--- src/design/ilid_pkg.sv ---
// Package: widths, operation and status codes, and controller/datapath types of the list unit.
package ilid_pkg;

  localparam int CAPACITY = 1024;
  localparam int ADDR_W   = $clog2(CAPACITY);
  localparam int CNT_W    = $clog2(CAPACITY + 1);
  localparam int IDX_W    = 12;
  localparam int DATA_W   = 32;
  localparam int FUNC_W   = 3;
  localparam int STAT_W   = 2;
  localparam int CMP_W    = (CNT_W > IDX_W - 1) ? CNT_W : IDX_W - 1;

  typedef logic signed [DATA_W-1:0] word_t;
  typedef logic signed [IDX_W-1:0]  index_t;
  typedef logic [FUNC_W-1:0]        func_t;
  typedef logic [STAT_W-1:0]        status_t;
  typedef logic [CNT_W-1:0]         count_t;

  localparam func_t FN_GET      = 3'd0;
  localparam func_t FN_INS_HEAD = 3'd1;
  localparam func_t FN_INS_TAIL = 3'd2;
  localparam func_t FN_INS_AT   = 3'd3;
  localparam func_t FN_DEL      = 3'd4;

  localparam status_t ST_DONE  = 2'd0;
  localparam status_t ST_RANGE = 2'd1;
  localparam status_t ST_FULL  = 2'd2;

  localparam word_t NEG_ONE = '1;

  typedef enum logic [1:0] {
    K_ERR = 2'd0,
    K_GET = 2'd1,
    K_INS = 2'd2,
    K_DEL = 2'd3
  } kind_t;

  typedef struct packed {
    logic load;
    logic eval;
    logic get_rd;
    logic step;
    logic put;
    logic dec;
    logic emit;
  } cmd_t;

  typedef struct packed {
    kind_t kind;
    logic  direct;
    logic  last_rd;
    logic  shift_up;
    logic  out_free;
  } stat_t;

endpackage

--- src/design/ilid_ctrl.sv ---
// Controller: state machine that sequences decode, read, shift, insert and result hand-off.
module ilid_ctrl (
  input  logic            clk,
  input  logic            rst_n,
  input  logic            in_valid,
  output logic            in_ready,
  input  ilid_pkg::stat_t stat,
  output ilid_pkg::cmd_t  cmd
);
  import ilid_pkg::*;

  typedef enum logic [6:0] {
    S_IDLE  = 7'b0000001,
    S_EVAL  = 7'b0000010,
    S_READ  = 7'b0000100,
    S_SHIFT = 7'b0001000,
    S_DRAIN = 7'b0010000,
    S_PUT   = 7'b0100000,
    S_DONE  = 7'b1000000
  } state_t;

  state_t state_r, state_nxt;

  assign in_ready = (state_r == S_IDLE);

  always_comb begin
    state_nxt = state_r;
    cmd       = '0;
    case (state_r)
      S_IDLE: begin
        if (in_valid) begin
          cmd.load  = 1'b1;
          state_nxt = S_EVAL;
        end
      end
      S_EVAL: begin
        cmd.eval = 1'b1;
        case (stat.kind)
          K_GET: begin
            cmd.get_rd = 1'b1;
            state_nxt  = S_READ;
          end
          K_INS: begin
            state_nxt = stat.direct ? S_PUT : S_SHIFT;
          end
          K_DEL: begin
            if (stat.direct) begin
              cmd.dec   = 1'b1;
              state_nxt = S_DONE;
            end else begin
              state_nxt = S_SHIFT;
            end
          end
          default: begin
            state_nxt = S_DONE;
          end
        endcase
      end
      S_READ: begin
        state_nxt = S_DONE;
      end
      S_SHIFT: begin
        cmd.step = 1'b1;
        if (stat.last_rd) begin
          state_nxt = S_DRAIN;
        end
      end
      S_DRAIN: begin
        if (stat.shift_up) begin
          state_nxt = S_PUT;
        end else begin
          cmd.dec   = 1'b1;
          state_nxt = S_DONE;
        end
      end
      S_PUT: begin
        cmd.put   = 1'b1;
        state_nxt = S_DONE;
      end
      S_DONE: begin
        if (stat.out_free) begin
          cmd.emit  = 1'b1;
          state_nxt = S_IDLE;
        end
      end
      default: begin
        state_nxt = S_IDLE;
      end
    endcase
  end

  always_ff @(posedge clk) begin
    if (!rst_n) begin
      state_r <= S_IDLE;
    end else begin
      state_r <= state_nxt;
    end
  end

  // A shift run always ends in the drain step.
  a_shift_end: assert property (@(posedge clk) disable iff (!rst_n)
    (state_r == S_SHIFT && stat.last_rd) |=> (state_r == S_DRAIN))
    else $error("shift run did not drain");

  // A result is handed over only once per accepted word.
  a_emit_once: assert property (@(posedge clk) disable iff (!rst_n)
    cmd.emit |=> (state_r == S_IDLE) && !cmd.emit)
    else $error("result handed over twice");

  // A get always reads the store before its result is formed.
  a_get_read: assert property (@(posedge clk) disable iff (!rst_n)
    cmd.get_rd |=> (state_r == S_READ))
    else $error("get did not wait for read data");

endmodule

--- config.mk ---
export PLATFORM = sky130hd
export DESIGN_NAME = ilid_ctrl
export DESIGN_NICKNAME = d
export VERILOG_FILES = /design/src/design/ilid_pkg.sv /design/src/design/ilid_ctrl.sv
export SDC_FILE = /design/constraint.sdc
export NUM_CORES = 1
export LEC_CHECK = 0
export BUFFER_PORTS_ARGS = -buffer_cell sky130_fd_sc_hd__clkbuf_2
export CELL_PAD_IN_SITES_DETAIL_PLACEMENT = 0
export CELL_PAD_IN_SITES_GLOBAL_PLACEMENT = 1
export CORE_MARGIN = 4
export CORE_UTILIZATION = 35
export CTS_BUF_LIST = sky130_fd_sc_hd__clkbuf_16
export DETAILED_ROUTE_END_ITERATION = 10
export PLACE_DENSITY_LB_ADDON = 0.12
export SLEW_MARGIN = 20
export SYNTH_ARGS = -nofsm -noshare
export SYNTH_HDL_FRONTEND = slang
export SYNTH_SLANG_ARGS = --single-unit
--- constraint.sdc ---
create_clock -name clk -period 1.6 [get_ports clk]
set_input_delay 0 -clock clk [delete_from_list [all_inputs] [get_ports clk]]
set_output_delay 0 -clock clk [all_outputs]
set_load 0.005 [all_outputs]
* Word level (Yosys, flattened, before mapping)
Cells that the tools add are included. Widths: inputs -> output; s select.
Storage, ports and cells: bits in registers 7, bits of input ports 9, output and inout bits 8
Operators by class: equality and inequality tests 13, multiplexer cells 20, reductions and logical operators 2
Operators with widths (count):
- $pmux 7 s6 | 1
- $mux 7 | 5
- $pmux 7 s3 | 1
- $mux 1 | 10
- $eq 7x1->1 const B | 1
- $eq 7x2->1 const B | 1
- $eq 7x3->1 const B | 1
- $eq 7x4->1 const B | 1
- $eq 7x5->1 const B | 1
- $eq 7x6->1 const B | 1
- $eq 7x7->1 const B | 1
- $mux 6 | 1
- $ne 2x2->1 const B | 3
- $eq 2x2->1 const B | 2
- $reduce_and 3->1 | 1
- $eq 2x1->1 const B | 1
- $mux 2 | 1
- $pmux 1 s2 | 1
- $reduce_or 2->1 | 1

* Depth between registers and ports, before layout
Gate-level depths: netlist of run 1.
depth in word-level cells 3, gate-level depth with buffers 5, gate-level depth less buffers 4

* Least setup slack after synthesis of run 1
No wires, ideal clock.
path kind reg-to-reg, start point register state_r[1], end point register state_r[1], setup time 64 ps, arrival time 1323 ps, path slack 213 ps, cell stages (with the launch flop) 6, path buffers 1, clock period less this slack 1387 ps, cell sequence dfxtp_1 > buf_6 > or4b_4 > nor4_4 > nand2_1 > nor2_1
Between the ends: longest elaborated chain between the ends 3, elaborated cells between the ends (all ways) 13, classes of those cells 10 x eq/ne; 1 x mux; 2 x reduce/logical
RTL lines:
- from (decl) | RTL line ilid_ctrl.sv:22 | state_t state_r, state_nxt;
- from (signal assigned) | RTL line ilid_ctrl.sv:96 | state_r <= state_nxt;
- $eq 7x1->1 (*)
- via in_ready | RTL line ilid_ctrl.sv:6 | output logic in_ready,
- $ne 2x2->1 (no line)
- $reduce_and 3->1 (no line)
The timed path passes the listed nets; every way through them passes the cells marked *. A chain may end at the register's enable or synchronous reset.

==> summary.txt, run 1 <==
Ys flop type - dfxtp_1
Proportion of netlist area held by the largest area contributor - 0.2494
Power Dens Cells - 920.4 nW/um2
Vias per cell - 5.343
Outcome - completed
CP arrival - 1570 ps
Number of flip-flops in the largest register - 7
Most numerous cell in the Yosys netlist - nor2_1
Crit-path cells - or4b_4 -> nor4_4 -> nand2_1 -> inv_1 -> clkbuf_2
RSZ-0062 raised after global routing - yes
Clock Latency Late Sink - 230 ps
Max FO, Critical Path - 5
IO Count - 17
CTS buffer count - 3
Kind of critical path - reg -> out
Final Power - 724.3 uW
CP delay by family, top - simple AND/OR/NAND/NOR gates
Die X-Extent - 48.07 um
#FFs+latches synth - 7
Max cap viols - 0
Total GRT Usage - 0.1458
Hold depth - 3
Initial Util - 0.3729
Relative slew slack - 0.7249
Sink Count - 7
Detailed Place HPWL - 1.087 mm
Post-synth ARST share - 0
Longest Clk Path Bufs - 2
Port bufs - 16
H-tree levels - 1
# rows - 14
First-pass GRT wire length - 2.290 mm
Detailed-route via count - 577
Leakage - 0.0003562 uW
Nature of the critical path startpoint - register
Vias in the first global route - 524
DIE AREA - 2310 um2
Buf/Inv on CP - 2
Routed Antenna Nets - 0
Number of synthesized flops with an enable pin - 0
Layout Nets - 102
WP data required - 1600 ps
Final min period - 1574 ps
Critical path's slowest cell - or4b_4
Syn. warnings - 0
Pins Over Slew Limit - 0
CTS tree - built
Hold Vio Cnt, Final - 0
Largest net degree at the start of global routing - 9
Register area share after synthesis - 0.2494
Core area - 1506 um2
Mapped cell area - 561.8 um2
Fill cell count - 137
Clk slew on worst S/H paths - 40 ps
Layout Cells excl Fill - 108
Post-synthesis cell count - 69
Hold path endpoint - state_r[1]$_SDFFE_PN0P_
Maximum vdd drop - 0.4250 mV
Area taken by multi-input logic gates - 385.4 um2
Cells after DPL - 103
CP peak stage delay - 570 ps
Reg2reg start - state_r[5]$_SDFFE_PN0P_
Distinct cells, synth - 34
Worst path setup slack after routing - 25.64 ps
Fin crit share - 0.9840
Setup TNS - 0 ps
R2r worst-path depth - 5
Worst Skew - 3.811 ps
Total grt overflow - 0
Antenna diodes - 0
Largest Register - state_r
Area leader, netlist - dfxtp_1
Chip height - 48.07 um
Slew @ Worst Pin - 407.3 ps
Register area - 147.6 um2
Root Driver - clkbuf_16
HP Start - in_valid
Hold/Removal Path Class - in -> reg
Post-Syn Area per Cell - 8.142 um2
Nature of the critical path endpoint - output pin
Initial DRT Pass Iterations - 4
Layout area overhead - 40.09%
Placer Congestion - 0.7537
First DRT Iteration DRCs - 13
Residual DRC count - 0
Share of layout cells above drive strength 1 - 0.4348
Initial antenna violation count - 0
R2r setup slk - 220 ps
Achievable clock frequency - 635.2 MHz
Post-synth top cells - nor2_1 (10), dfxtp_1 (7), nand2_1 (4)
Largest registers - state_r: 7 flops
Reg2Reg Capture Point - state_r[2]$_SDFFE_PN0P_
Drt total wl - 1.388 mm
Final setup fails - 0
Dpl ws - 152.9 ps
Syn Nets - 78
Ranking of synthesized cells by area - dfxtp_1 (25%), nor2_1 (6.7%), a21boi_0 (4.0%)
Routed len/inst - 12.85 um
## how the worst max path moves through the flow
| stage | startpoint | end | slack [ps] | cells past startpoint |
|---|---|---|---|---|
| final | state_r[3]$_SDFFE_PN0P_ | cmd[6] | 30 | 5 |
| after global routing | state_r[2]$_SDFFE_PN0P_ | cmd[6] | -70 | 5 |
| after CTS | state_r[0]$_SDFFE_PN1P_ | cmd[6] | 2 | 5 |
| after detailed placement | state_r[0]$_SDFFE_PN1P_ | state_r[0]$_SDFFE_PN1P_ | 150 | 4 |
| after global placement | state_r[0]$_SDFFE_PN1P_ | state_r[0]$_SDFFE_PN1P_ | 190 | 4 |
| after floorplan | state_r[1]$_SDFFE_PN0P_ | state_r[1]$_SDFFE_PN0P_ | 210 | 5 |
## stage by stage
| stage | area, um2 | hold slack (ps) | util |
|---|---|---|---|
| floorplan | 561.8 | 95.71 | - |
| global placement | 676.9 | 275.5 | 0.4493 |
| detailed placement | 676.9 | 270.6 | 0.4493 |
| CTS | 769.5 | 29.89 | 0.5108 |
| global route | 787.0 | 52.04 | 0.5224 |
| finish | 787.0 | 29.61 | 0.5224 |
## area by class of cell
cell class | count | share of cell area
multi-input cells | 54 | 0.4897
flip-flops and latches | 7 | 0.1876
repair buffers | 25 | 0.1876
clock buffers | 3 | 0.09539
well taps | 16 | 0.02544
inverters | 2 | 0.009539
clock inverters | 1 | 0.004769
## cell families (layout without fill, tap and decap cells)
logic type             after synthesis  after routing  share of synthesized area
AND/OR/NAND/NOR                     39             39                     0.4588
AO/OA/AOI/OAI                       12             12                     0.1448
buffers and inverters                8             31                    0.09354
XOR/XNOR                             1              1                    0.01559
flip-flops                           7              7                     0.2494
multiplexers                         2              2                    0.03786
## routing by layer
| metal | GRT usage | share of wire | vias to the layer above |
|---|---|---|---|
| met2 | 0.2269 | 0.50 | 9 |
| met4 | 0.08065 | 0.0086 | 0 |
| met5 | 0 | 0 | - |
| met1 | 0.1832 | 0.45 | 262 |
| li1 | - | - | 304 |
| met3 | 0.03383 | 0.043 | 2 |
## cell usage in the layout, fill, tap and decap left out, types with 2 or more instances in the layout
master,instances
o211ai_1,2
nand4b_1,2
clkbuf_16,3
nand4_1,2
a21boi_0,3
nor3b_1,2
dfxtp_2,3
clkbuf_2,16
inv_1,3
nand2_1,4
o21ai_0,3
dfxtp_1,3
buf_4,9
nand3_1,3
nor2_1,10
nand3b_1,3
## worst reg2reg max path: cells and delay by family, from the launching register on
family,cells,cell delay (ps)
buffers and inverters,1,100
DFF,1,330
and+or+nand+nor,4,890
## power breakdown
part / internal (uW) / leakage [uW] / switching [uW]
clock network: 325 / 0.0000423 / 94.4
registers: 183 / 0.0000585 / 11.9
logic: 58.1 / 0.000255 / 52.2
## what timing repair did
action,4_1_cts,5_1_grt
resized for setup,4,5
setup buffers,0,1
pin swaps,1,2
hold buffers,0,0
setup endpoints to repair,2,3
gates cloned,0,0
Power figures use the tool's default switching activity.
==> run 2, diff against run 1 <==
BUFFER_PORTS_ARGS = -buffer_cell sky130_fd_sc_hd__buf_2   (was -buffer_cell sky130_fd_sc_hd__clkbuf_2)
==> run 2 against run 1 <==
Effect of this change: fmax rose by 2.8%; critical path depth unchanged; clock-buffer cell count is the same; highest routed layer unchanged; clock skew decreased by 3.4 ps; worst hold slack gained 19 ps; via count increased by 2.4%; final cell count is 3.7% higher; combinational power up 28%; clock power is 2% lower; total power grew 2.0%.
==> summary.txt, run 2 (same netlist as run 1, synthesis figures left out) <==
Outcome - completed
Max cap viols - 0 (unchanged)
Maximum vdd drop - 0.5522 mV (+30%)
Reg2Reg Capture Point - state_r[0]$_SDFFE_PN1P_
Largest registers - state_r: 7 flops
Sink Count - 7 (unchanged)
CTS tree - built
Hold/Removal Path Class - in -> reg
Antenna diodes - 0 (unchanged)
Detailed-route via count - 591 (+2.4%)
Relative slew slack - 0.7903 (+0.06536)
Hold Vio Cnt, Final - 0 (unchanged)
Cells after DPL - 103 (unchanged)
GR Util met3 - 0.04511 (+0.01128)
Layout Nets - 106 (+3.9%)
Worst Skew - 0.4252 ps (-3.385 ps)
Port bufs - 16 (unchanged)
Achievable clock frequency - 653.1 MHz (+2.8%)
M1 GR Usage - 0.1792 (-0.004019)
Max FO, Critical Path - 2 (-3)
GRT busiest layer - met2
IO Count - 17 (unchanged)
Fill cell count - 150 (+9.5%)
# rows - 14 (unchanged)
Final Power - 738.7 uW (+2.0%)
Hold path endpoint - state_r[5]$_SDFFE_PN0P_
Final setup fails - 0 (unchanged)
Residual DRC count - 0 (unchanged)
Largest net degree at the start of global routing - 10 (+1)
M2 GR Usage - 0.2190 (-0.007916)
Nature of the critical path endpoint - output pin
Number of flip-flops in the largest register - 7 (unchanged)
Initial Util - 0.3729 (unchanged)
Area taken by multi-input logic gates - 396.6 um2 (+2.9%)
Detailed Place HPWL - 1.089 mm (+0.13%)
Reg2reg start - state_r[3]$_SDFFE_PN0P_
Routed Antenna Nets - 0 (unchanged)
Most frequent cells in the layout - buf_2 (16), buf_4 (13), nor2_1 (10)
Layout Cells excl Fill - 112 (+3.7%)
Die X-Extent - 48.07 um (unchanged)
Drt total wl - 1.423 mm (+2.5%)
Nature of the critical path startpoint - register
CTS buffer count - 3 (unchanged)
Placer Congestion - 0.7460 (-1.0%)
Final min period - 1531 ps (-43.21 ps)
Largest Register - state_r
H-tree levels - 1 (unchanged)
HP Start - stat[1]
Slew @ Worst Pin - 311.1 ps (-96.12 ps)
Layout area overhead - 48.11%
Leakage - 0.0003820 uW (+7.2%)
Worst path setup slack after routing - 68.85 ps (+43.21 ps)
Total GRT Usage - 0.1444 (-0.001402)
Longest Clk Path Bufs - 2 (unchanged)
Total grt overflow - 0 (unchanged)
R2r setup slk - 80 ps (-140 ps)
Clock Latency Late Sink - 230 ps (about the same)
Routed len/inst - 12.71 um (-1.1%)
Fin area - 832.0 um2 (+5.7%)
Kind of critical path - reg -> out
Most common cell after layout, fill and taps aside - buf_2
Pins Over Slew Limit - 0 (unchanged)
Register area - 151.4 um2 (+2.5%)
First-pass GRT wire length - 2.263 mm (-1.2%)
CP arrival - 1530 ps (-40 ps)
Vias in the first global route - 543 (+3.6%)
First DRT Iteration DRCs - 6 (-7)
DIE AREA - 2310 um2 (unchanged)
Vias per cell - 5.277 (-1.2%)
R2r worst-path depth - 5 (unchanged)
WP data required - 1600 ps (about the same)
Root Driver - clkbuf_16
Dpl ws - 110.1 ps (-42.84 ps)
RSZ-0062 raised after global routing - yes
Share of layout cells above drive strength 1 - 0.4375 (+0.002717)
Core area - 1506 um2 (unchanged)
Hold depth - 3 (unchanged)
Fin crit share - 0.9570 (-0.02701)
Initial antenna violation count - 0 (unchanged)
Initial DRT Pass Iterations - 4 (unchanged)
# hold bufs at CTS - 0 (unchanged)
Chip height - 48.07 um (unchanged)
Power Dens Cells - 887.8 nW/um2 (-3.5%)
Post-DP Area - 676.9 um2 (unchanged)
Clk slew on worst S/H paths - 30 ps (about the same)
==> run 2: cell types whose count changed in the layout (fill, tap and decap cells not counted), sizes merged <==
cell | before | now
buf | 9 | 29
clkbuf | 19 | 3
==> run 2: worst max path at each step <==
stage	from	to	slack, ps	cells after the start
floorplan	state_r[1]$_SDFFE_PN0P_	state_r[1]$_SDFFE_PN0P_	210	5
global placement	state_r[0]$_SDFFE_PN1P_	state_r[0]$_SDFFE_PN1P_	80	4
detailed placement	state_r[0]$_SDFFE_PN1P_	state_r[0]$_SDFFE_PN1P_	110	4
CTS	state_r[3]$_SDFFE_PN0P_	cmd[6]	-8	5
global route	state_r[3]$_SDFFE_PN0P_	cmd[6]	-30	5
finish	state_r[3]$_SDFFE_PN0P_	cmd[6]	70	5
==> run 2: per-layer routing <==
metal  up-vias  share of wire
met3         4          0.058
li1        308              -
met4         0          0.013
met2        13           0.48
met1       266           0.45
met5         -              0
==> run 2: repair_timing <==
item,in CTS,in global routing
buffers inserted,4,2
gates cloned,0,0
setup endpoints to repair,1,5
gates resized for setup,6,4
pin swaps,3,4
==> run 2: where the power goes <==
part | internal (uW) | switching (uW) | total, uW
combinational | 74.8 | 66.0 | 141
clock | 324 | 88.3 | 413
sequential | 179 | 5.93 | 185
==> run 2: final cells by class <==
class                           instances  area share
Multi-Input combinational cell         54      0.4767
Timing Repair Buffer                   29      0.2135
Sequential cell                         7      0.1820
Clock buffer                            3     0.09023
Tap cell                               16     0.02406
Inverter                                2    0.009023
Clock inverter                          1    0.004511
==> run 2: critical path: stages, from the launching register on <==
cell and delay (ps):
dfxtp_4 330, or4b_4 550, nor4_4 160, nand2_1 100, inv_1 60, buf_2 100
==> run 2: stage by stage <==
step	hold WS, ps	TNS [ps]	util
after floorplan	95.71	0	-
after global placement	290.0	0	0.4493
after detailed placement	285.0	0	0.4493
after CTS	48.85	-8.355	0.5241
after global routing	74.93	-48.88	0.5523
final	48.46	0	0.5523
